--- config.mk ---
export PLATFORM = sky130hd
export DESIGN_NAME = bakery_ticket_arbiter_core
export DESIGN_NICKNAME = d
export VERILOG_FILES = /design/src/rtl/core/btarb_pkg.sv /design/src/rtl/core/btarb_cell.sv /design/src/rtl/core/btarb_ring.sv /design/src/rtl/core/bakery_ticket_arbiter_core.sv
export SDC_FILE = /design/constraint.sdc
export NUM_CORES = 1
export LEC_CHECK = 0
export ABC_AREA = 1
export BUFFER_PORTS_ARGS = -buffer_cell sky130_fd_sc_hd__buf_2
export CAP_MARGIN = 0
export CORE_AREA = 2 2 278 280
export CTS_CLUSTER_DIAMETER = 80
export DETAILED_ROUTE_END_ITERATION = 7
export DIE_AREA = 0 0 280 282
export PLACE_DENSITY = 0.54
export SETUP_SLACK_MARGIN = 0.2
export SYNTH_ARGS = -nofsm -noshare
export SYNTH_HDL_FRONTEND = slang
export SYNTH_SLANG_ARGS = --single-unit
--- constraint.sdc ---
create_clock -name clk_i -period 5.9 [get_ports clk_i]
set_input_delay 0.885 -clock clk_i [delete_from_list [all_inputs] [get_ports clk_i]]
set_output_delay 0.885 -clock clk_i [all_outputs]
set_load 0.03 [all_outputs]
--- src/rtl/core/btarb_pkg.sv ---
// Shared constants, codes and item types for the bakery ticket arbiter.
package btarb_pkg;

  localparam int THREADS     = 32;
  localparam int TICKET_BITS = 16;
  localparam int ID_W        = 5;
  localparam int IDX_W       = (THREADS > 1) ? $clog2(THREADS) : 1;

  typedef enum logic {
    CMD_REQ = 1'b0,
    CMD_REL = 1'b1
  } cmd_e;

  typedef enum logic [1:0] {
    STAT_OK         = 2'd0,
    STAT_DUP        = 2'd1,
    STAT_NOT_HOLDER = 2'd2,
    STAT_SAT        = 2'd3
  } status_e;

  typedef enum logic [1:0] {
    S_IDLE,
    S_SCAN,
    S_FINISH
  } state_e;

  typedef struct packed {
    logic            command;
    logic [ID_W-1:0] src_id;
  } in_item_t;

  typedef struct packed {
    logic            grant_valid;
    logic [ID_W-1:0] grant_thread;
    logic            lock_busy;
    logic [1:0]      status;
  } out_item_t;

  typedef struct packed {
    logic [TICKET_BITS-1:0] ticket;
    logic                   waiting;
  } cell_t;

  typedef struct packed {
    logic                   tkt_en;
    logic [IDX_W-1:0]       tkt_idx;
    logic [TICKET_BITS-1:0] tkt_val;
    logic                   wait_en;
    logic [IDX_W-1:0]       wait_idx;
    logic                   wait_val;
  } ring_wr_t;

  typedef struct packed {
    logic                   tkt_we;
    logic [TICKET_BITS-1:0] tkt_val;
    logic                   wait_we;
    logic                   wait_val;
  } cell_wr_t;

endpackage

--- src/rtl/core/btarb_cell.sv ---
// One ring cell holding the ticket and waiting bit of one thread slot.
module btarb_cell (
  input  logic               clk_i,
  input  logic               rst_ni,
  input  logic               shift_i,
  input  btarb_pkg::cell_t   prev_i,
  input  btarb_pkg::cell_wr_t wr_i,
  output btarb_pkg::cell_t   data_o
);

  btarb_pkg::cell_t data_q, data_d;

  always_comb begin
    data_d = data_q;
    if (shift_i) begin
      data_d = prev_i;
    end else begin
      if (wr_i.tkt_we) begin
        data_d.ticket = wr_i.tkt_val;
      end
      if (wr_i.wait_we) begin
        data_d.waiting = wr_i.wait_val;
      end
    end
  end

  always_ff @(posedge clk_i or negedge rst_ni) begin
    if (!rst_ni) begin
      data_q <= '0;
    end else begin
      data_q <= data_d;
    end
  end

  assign data_o = data_q;

endmodule

--- src/rtl/core/btarb_ring.sv ---
// Circular chain of ticket cells with a scan head and indexed writes at home position.
module btarb_ring (
  input  logic                clk_i,
  input  logic                rst_ni,
  input  logic                shift_i,
  input  btarb_pkg::ring_wr_t wr_i,
  output btarb_pkg::cell_t    head_o
);

  btarb_pkg::cell_t    cells[btarb_pkg::THREADS];
  btarb_pkg::cell_wr_t wr[btarb_pkg::THREADS];

  for (genvar i = 0; i < btarb_pkg::THREADS; i++) begin : g_cell
    always_comb begin
      wr[i].tkt_we   = wr_i.tkt_en && (wr_i.tkt_idx == btarb_pkg::IDX_W'(i));
      wr[i].tkt_val  = wr_i.tkt_val;
      wr[i].wait_we  = wr_i.wait_en && (wr_i.wait_idx == btarb_pkg::IDX_W'(i));
      wr[i].wait_val = wr_i.wait_val;
    end

    btarb_cell u_cell (
      .clk_i  (clk_i),
      .rst_ni (rst_ni),
      .shift_i(shift_i),
      .prev_i (cells[(i + 1) % btarb_pkg::THREADS]),
      .wr_i   (wr[i]),
      .data_o (cells[i])
    );
  end

  assign head_o = cells[0];

endmodule

--- src/rtl/core/bakery_ticket_arbiter_core.sv ---
// Top level of the bakery ticket arbiter: control, scan head and result register.
//
// The input channel (in_valid_i, in_ready_o, in_item_i) carries one command per
// item: a lock request or release from one thread id. The output channel
// (out_valid_o, out_ready_i, out_item_o) returns exactly one result item per
// command: grant flag, current holder, busy flag and status code.
// Tickets and waiting bits live in a ring of THREADS cells that rotates by one
// cell per cycle past a scan head, which finds the largest ticket, the waiting
// thread with the smallest (ticket, id) and the requester's waiting bit.
// The ring makes one full turn in the scan state; the state update is then made
// in the finish state with the ring back at home, and the result is written to
// the output register. A new item is accepted only in the idle state, after the
// finish state of the last one, so items are handled one at a time.
// Reset clears all tickets, waiting bits and the holder; the lock is free.
// A new item is taken while an earlier result still waits in the output
// register; if the receiver stalls, the update of the next item holds until
// that result has been taken.
module bakery_ticket_arbiter_core (
  input  logic                 clk_i,
  input  logic                 rst_ni,
  input  logic                 in_valid_i,
  output logic                 in_ready_o,
  input  btarb_pkg::in_item_t  in_item_i,
  output logic                 out_valid_o,
  input  logic                 out_ready_i,
  output btarb_pkg::out_item_t out_item_o
);

  localparam int IW = btarb_pkg::IDX_W;
  localparam int TB = btarb_pkg::TICKET_BITS;

  btarb_pkg::state_e state_q, state_d;

  logic                          cmd_q;
  logic [btarb_pkg::ID_W-1:0]    id_q;
  logic [IW-1:0]                 cnt_q;
  logic [TB-1:0]                 max_q, max_d;
  logic                          found_q, found_d;
  logic [IW-1:0]                 best_q, best_d;
  logic [TB-1:0]                 best_tkt_q, best_tkt_d;
  logic                          idwait_q, idwait_d;
  logic                          holder_v_q, holder_v_d;
  logic [IW-1:0]                 holder_q, holder_d;
  logic                          out_valid_q;
  btarb_pkg::out_item_t          out_q, out_d;

  logic                accept;
  logic                scan_en;
  logic                fin_fire;
  logic                last;
  btarb_pkg::cell_t    head;
  btarb_pkg::ring_wr_t wr;
  logic                in_range;
  logic                is_holder;

  btarb_ring u_ring (
    .clk_i  (clk_i),
    .rst_ni (rst_ni),
    .shift_i(scan_en),
    .wr_i   (wr),
    .head_o (head)
  );

  assign accept   = in_valid_i && in_ready_o;
  assign last     = (cnt_q == IW'(btarb_pkg::THREADS - 1));
  assign fin_fire = (state_q == btarb_pkg::S_FINISH) && (!out_valid_q || out_ready_i);

  always_comb begin
    state_d = state_q;
    unique case (state_q)
      btarb_pkg::S_IDLE:   if (accept) state_d = btarb_pkg::S_SCAN;
      btarb_pkg::S_SCAN:   if (last) state_d = btarb_pkg::S_FINISH;
      btarb_pkg::S_FINISH: if (fin_fire) state_d = btarb_pkg::S_IDLE;
      default:             state_d = btarb_pkg::S_IDLE;
    endcase
  end

  always_comb begin
    in_ready_o = 1'b0;
    scan_en    = 1'b0;
    unique case (state_q)
      btarb_pkg::S_IDLE:   in_ready_o = 1'b1;
      btarb_pkg::S_SCAN:   scan_en = 1'b1;
      btarb_pkg::S_FINISH: ;
      default:             ;
    endcase
  end

  always_comb begin
    max_d      = max_q;
    found_d    = found_q;
    best_d     = best_q;
    best_tkt_d = best_tkt_q;
    idwait_d   = idwait_q;
    if (accept) begin
      max_d    = '0;
      found_d  = 1'b0;
      idwait_d = 1'b0;
    end else if (scan_en) begin
      if (head.ticket > max_q) begin
        max_d = head.ticket;
      end
      if (head.waiting && (!found_q || head.ticket < best_tkt_q)) begin
        found_d    = 1'b1;
        best_d     = cnt_q;
        best_tkt_d = head.ticket;
      end
      if (32'(cnt_q) == 32'(id_q)) begin
        idwait_d = head.waiting;
      end
    end
  end

  assign in_range  = 32'(id_q) < 32'(btarb_pkg::THREADS);
  assign is_holder = holder_v_q && (32'(holder_q) == 32'(id_q));

  always_comb begin
    btarb_pkg::status_e st;
    logic               granted;
    st         = btarb_pkg::STAT_OK;
    granted    = 1'b0;
    holder_v_d = holder_v_q;
    holder_d   = holder_q;
    wr         = '0;
    wr.tkt_idx = IW'(id_q);
    wr.tkt_val = max_q + TB'(1);
    if (cmd_q == btarb_pkg::CMD_REQ) begin
      if (in_range) begin
        if (idwait_q || is_holder) begin
          st = btarb_pkg::STAT_DUP;
        end else if (max_q == '1) begin
          st = btarb_pkg::STAT_SAT;
        end else begin
          wr.tkt_en   = fin_fire;
          wr.wait_idx = IW'(id_q);
          if (holder_v_q) begin
            wr.wait_en  = fin_fire;
            wr.wait_val = 1'b1;
          end else begin
            holder_v_d = 1'b1;
            holder_d   = IW'(id_q);
            granted    = 1'b1;
          end
        end
      end
    end else begin
      if (is_holder && in_range) begin
        wr.tkt_en   = fin_fire;
        wr.tkt_val  = '0;
        holder_v_d  = found_q;
        holder_d    = found_q ? best_q : '0;
        granted     = found_q;
        wr.wait_en  = fin_fire && found_q;
        wr.wait_idx = best_q;
        wr.wait_val = 1'b0;
      end else begin
        st = btarb_pkg::STAT_NOT_HOLDER;
      end
    end
    out_d.grant_valid  = granted;
    out_d.grant_thread = holder_v_d ? btarb_pkg::ID_W'(holder_d) : '0;
    out_d.lock_busy    = holder_v_d;
    out_d.status       = st;
  end

  always_ff @(posedge clk_i or negedge rst_ni) begin
    if (!rst_ni) begin
      state_q     <= btarb_pkg::S_IDLE;
      cnt_q       <= '0;
      holder_v_q  <= 1'b0;
      holder_q    <= '0;
      out_valid_q <= 1'b0;
    end else begin
      state_q <= state_d;
      if (accept) begin
        cnt_q <= '0;
      end else if (scan_en) begin
        cnt_q <= last ? '0 : cnt_q + IW'(1);
      end
      if (fin_fire) begin
        holder_v_q  <= holder_v_d;
        holder_q    <= holder_d;
        out_valid_q <= 1'b1;
      end else if (out_ready_i) begin
        out_valid_q <= 1'b0;
      end
    end
  end

  always_ff @(posedge clk_i) begin
    if (accept) begin
      cmd_q <= in_item_i.command;
      id_q  <= in_item_i.src_id;
    end
    max_q      <= max_d;
    found_q    <= found_d;
    best_q     <= best_d;
    best_tkt_q <= best_tkt_d;
    idwait_q   <= idwait_d;
    if (fin_fire) begin
      out_q <= out_d;
    end
  end

  assign out_valid_o = out_valid_q;
  assign out_item_o  = out_q;

endmodule

# Word-level counts from Yosys, hierarchy flattened
# Cells that the tools add are included.
# word_totals
out_inout_bits,11
word_cells,441
ff_bits,612
# classes
n_bitwise,1
n_eq_ne,71
n_reduce_logical,148
addsub,2
muxes,137
magnitude_cmp,2
# op_table
op,n
17-bit 2-to-1 mux,32
16-bit 2-to-1 mux,33
5-bit == test (second input constant),33
2-bit nonzero test,66
5-bit by 4-bit == test with 1-bit output (second input constant),16
1-bit logical AND,69
1-bit 2-to-1 mux,51
5-bit 2-to-1 mux,9
5-bit by 3-bit == test with 1-bit output (second input constant),8
23-bit 2-to-1 mux,1
7-bit 2-to-1 mux,3
5-bit by 2-bit == test with 1-bit output (second input constant),4
16-bit by 1-bit adder with 16-bit output (second input constant),1
16-bit == test (second input constant),1
16-bit > comparator,1
16-bit < comparator,1
2-bit 2-to-1 mux,7
5-bit by 1-bit == test with 1-bit output (second input constant),2
5-bit == test,2
5-bit logical NOT,2
2-bit inequality test (second input constant),3
2-bit one-hot mux with 3 select lines,1
2-bit AND reduction,3
3-bit AND reduction,2
other kinds (7),10

# Longest topological paths before layout
# logic_depth
word_depth,11
mapped_depth,17
depth_no_buf,14

# By module
# Synthesis repeated with hierarchy kept, for this count alone.
# hier_totals
hier_cells,3795
hier_area_um2,31037.3
# by_module_without_submodules
module,n_inst,area_per_inst_um2,cells_each,seq_area_each_um2
btarb_cell,32,820.8,97,425.4
bakery_ticket_arbiter_core,1,4239.1,557,1791.7
btarb_ring,1,533.0,134,0.0

# Worst setup path before layout
# OpenSTA, ideal clock, no wires.
# synth_path
path_kind,flip-flop to flip-flop
startpoint,reg u_ring.g_cell[0].u_cell.data_q (netlist bit u_ring.g_cell[0].u_cell.data_o[4])
endpoint,reg best_q[0] (enable)
period_less_slack_ns,3.188
path_slack_ns,2.712
path_buffers,0
t_arrival_ns,2.757
path_stages_with_launch,8
path_cell_list,dfrtp_1 > ha_1 > a21oi_1 > o21ai_0 > nor3b_1 > o21ai_0 > nand2_1 > a21boi_0
# synth_between
elab_chain_len,4
# synth_lines
item,line_no,source
"start, declared",btarb_cell.sv:11,"btarb_pkg::cell_t data_q, data_d;"
"start signal, assigned",btarb_cell.sv:31,data_q <= data_d;
16-bit < comparator,bakery_ticket_arbiter_core.sv:103,if (head.waiting && (!found_q || head.ticket < best_tkt_q)) begin
1-bit logical OR,bakery_ticket_arbiter_core.sv:103,
1-bit logical AND,bakery_ticket_arbiter_core.sv:103,
3-bit AND reduction (no source line),-,
"end signal, assigned",bakery_ticket_arbiter_core.sv:197,best_q <= best_d;
"end, declared",bakery_ticket_arbiter_core.sv:39,"logic [IW-1:0] best_q, best_d;"
# Every way passes these cells.
# A chain may end at the register's enable or synchronous reset.

# Worst setup path after layout
# layout_path
startpoint,reg cmd_q
endpoint,reg u_ring.g_cell[30].u_cell.data_q (netlist bit u_ring.g_cell[30].u_cell.data_o[6])
# layout_between
elab_chain_len,3
elab_cells_between_ends,6
cone_classes,mux: 4; reduce/logical: 2
# layout_lines
item,line_no,source
"start, declared",bakery_ticket_arbiter_core.sv:34,logic cmd_q;
"start signal, assigned",bakery_ticket_arbiter_core.sv:192,cmd_q <= in_item_i.command;
16-bit 2-to-1 mux or 1-bit 2-to-1 mux (tied branches),bakery_ticket_arbiter_core.sv:127,if (cmd_q == btarb_pkg::CMD_REQ) begin
16-bit 2-to-1 mux or 1-bit logical AND (tied branches),"btarb_cell.sv:18, btarb_ring.sv:15",
17-bit 2-to-1 mux or 2-bit nonzero test (tied branches),-,
"end signal, assigned",btarb_cell.sv:31,
"end, declared",btarb_cell.sv:11,
# Several ways; a longest one is shown, not always the timed one. The select of a mux whose other input is x is not followed.

==> impl_metrics.env <==
export IMPL_p_leak_nw=15.9
export IMPL_worst_ep_required_time_ps=6390
export IMPL_async_flop_share_pct=91.2
export IMPL_rows=101
export IMPL_hpwl_um=48700
export IMPL_fp_dieArea_um2=79000
export IMPL_drv_cap=0
export IMPL_drt_total_wl_um=79600
export IMPL_clk_latency_ps=620
export IMPL_fmax_mhz=270
export IMPL_clk_pin_slew_ps=60
export IMPL_p_per_area_nw_per_um2=573
export IMPL_ys_dominant_reg_cell="dfrtp_1"
export IMPL_synth_cells=3723
export IMPL_vdd_drop_max_mv=0.278
export IMPL_synth_top_area_share_pct=46.2
export IMPL_synth_area_leader_cell="dfrtp_1"
export IMPL_cts_tree="yes"
export IMPL_ys_seq_area_share_pct=50.9
export IMPL_synth_distinct_cells=45
export IMPL_globalRoute_totalOverflow=0
export IMPL_root_buffer="clkbuf_16"
export IMPL_h_tree_depth=3
export IMPL_synth_nets=3767
export IMPL_core_area_um2=75700
export IMPL_synth_warnings=0
export IMPL_status="finished clean"
export IMPL_cts_resized_gates=0
export IMPL_finClkSkew_ps=27.2
export IMPL_critPathKind="reg2reg"
export IMPL_final_max_slew_viol_count=0
export IMPL_drc=0
export IMPL_synth_edf_count=36
export IMPL_drive_gt1_share_pct=10.5
export IMPL_dpl_worst_slack_ps=2290
export IMPL_vias=23419
export IMPL_die_y_um=282
export IMPL_postCtsHoldBufs=0
export IMPL_cts_buffer_depth=3
export IMPL_port_buffers=20
export IMPL_nets=3657
export IMPL_yosysMostFrequentCell="nand2_1"
export IMPL_numClockSinks=612
export IMPL_hold_ws_ps=330
export IMPL_start_kind="register"
export IMPL_rsz0062_at_grt="false"
export IMPL_numCtsBuffers=72
export IMPL_via_per_inst=5.05
export IMPL_setup_viol=0
export IMPL_grt_usage_pct=20.7
export IMPL_period_minus_slack_ps=3710
export IMPL_post_cts_buffers=0
export IMPL_start_util_pct=40.0
export IMPL_setup_tns_ps=0
export IMPL_cp_max_fo=18
export IMPL_area_growth_pct=8.84
export IMPL_ant_nets=0
export IMPL_hold_class="in2async"
export IMPL_grt_pass1_vias=23036
export IMPL_io_pins=21
export IMPL_grt_max_degree=127
export IMPL_cp_arrival_ps=4200
export IMPL_setup_slack_ps=2190
export IMPL_fin_crit_sh_pct=62.8
export IMPL_first_iter_violations=1990
export IMPL_grt_antenna_before_repair=1
export IMPL_cp_end_kind="register"
export IMPL_hold_violations=0
export IMPL_slew_headroom_pct=26.3
export IMPL_yosys_top_cells_area="dfrtp_1, o21ai_0, nand2_1"
export IMPL_first_pass_iters=6
export IMPL_gp_congestion=0.847
export IMPL_ys_ff_latch=612
export IMPL_grt_pass1_wl_um=131000
export IMPL_worst_pin_slew_ps=1100
export IMPL_dieWidth_um=280
export IMPL_synth_area_per_cell_um2=8.12
export IMPL_routedWlPerCell_um=17.1
export IMPL_mappedNetlistArea_um2=30200
export IMPL_synth_commonest_cells="nand2_1, o21ai_0, dfrtp_1, inv_1, nand3_1"
## layer usage
metal	track usage, %	vias up	routed length [um]
met5	0	-	0
met4	5.62	0	1790
met3	2.96	116	2910
met2	32.8	377	36400
met1	29.7	11298	38500
li1	-	11628	-
## cell type report
class,instances,area (um^2)
clock buffers,110,2130
inverters,526,1980
flip-flops and latches,612,15400
clock inverters,14,145
repair buffers,58,445
diodes,1,2.50
fillers,7662,42800
well taps,978,1220
multi-input cells,2343,11600
## metrics by stage
| stage | area (um^2) | utilization (%) | std cells | power [mW] |
|---|---|---|---|---|
| floorplan | 30200 | - | 3723 | 12.8 |
| global placement | 30600 | 40.5 | 4517 | 14.5 |
| finish | 32900 | 43.5 | 4642 | 18.9 |
| CTS | 32900 | 43.5 | 4641 | 19.1 |
| detailed placement | 30600 | 40.5 | 4517 | 14.6 |
| global route | 32900 | 43.5 | 4641 | 20.6 |
## power breakdown
part           internal (mW)  leakage, nW  switching, mW  total, mW
Clock                   2.57         1.11           1.80       4.37
Sequential              5.99         7.68          0.609       6.60
Combinational           2.45         7.09           5.44       7.88
Total                   11.0         15.9           7.85       18.9
## path summary, 6_finish.rpt
path	start	to	slack (ps)	cells after the start
worst max-delay path	cmd_q	u_ring.g_cell[30].u_cell.data_o[6]	2190	9
min in group clk_i	in_item_i[4]	id_q[4]	460	1
worst min register to register	holder_q[4]	holder_q[4]	480	2
worst max register to register	cmd_q	u_ring.g_cell[30].u_cell.data_o[6]	2190	9
max in group asynchronous	rst_ni	u_ring.g_cell[30].u_cell.data_o[6]	4200	2
worst min-delay path	rst_ni	u_ring.g_cell[27].u_cell.data_o[0]	330	1
## cells in the final DEF, fill, tap and decap left out, drive strengths merged
cell type / n
nand2: 1038
o21ai: 946
dfrtp: 558
inv: 529
nand3: 172
clkbuf: 110
nor2: 63
buf: 58
a21oi: 45
edfxtp: 36
ha: 34
dfxtp: 18
nand4: 9
o22ai: 8
clkinv: 8
nor3: 5
xor2: 5
and2: 3
o211ai: 3
nand3b: 2
bufinv: 2
a21boi: 2
diode: 1
nor3b: 1
o41ai: 1
or2: 1
xnor2: 1
nor4b: 1
a31oi: 1
o2111ai: 1
a22o: 1
clkinvlp: 1
## critical path: stages (launching register included)
cell and delay, ps:
edfxtp_1 650, inv_1 460, nor2_4 130, nor2_1 490
buf_4 310, nand3b_1 740, buf_4 490, o21ai_0 100
nand2_1 70, o21ai_0 120
## cell families (layout without fill, tap and decap cells)
logic type,count (synthesis),count (layout),share of synthesized area [%]
buf+inv,768,708,10.9
fa+ha+maj,34,34,1.41
compound gates,1008,1008,18.0
other cells,0,1,0
simple gates,1295,1295,18.5
flops,612,612,50.9
xor+xnor,6,6,0.174
## sequential cells by signal (all words and copies together), names as in the netlist
| signal | count |
|---|---|
| holder_v_q | 1 |
| cmd_q | 1 |
| best_tkt_q | 16 |
| out_valid_o | 1 |
| cnt_q | 5 |
| state_q | 2 |
| u_ring.g_cell.u_cell.data_o | 544 |
| out_item_o | 9 |
| idwait_q | 1 |
| max_q | 16 |
| id_q | 5 |
| found_q | 1 |
| holder_q | 5 |
| best_q | 5 |
No activity file was read; power rests on OpenSTA's default activity.
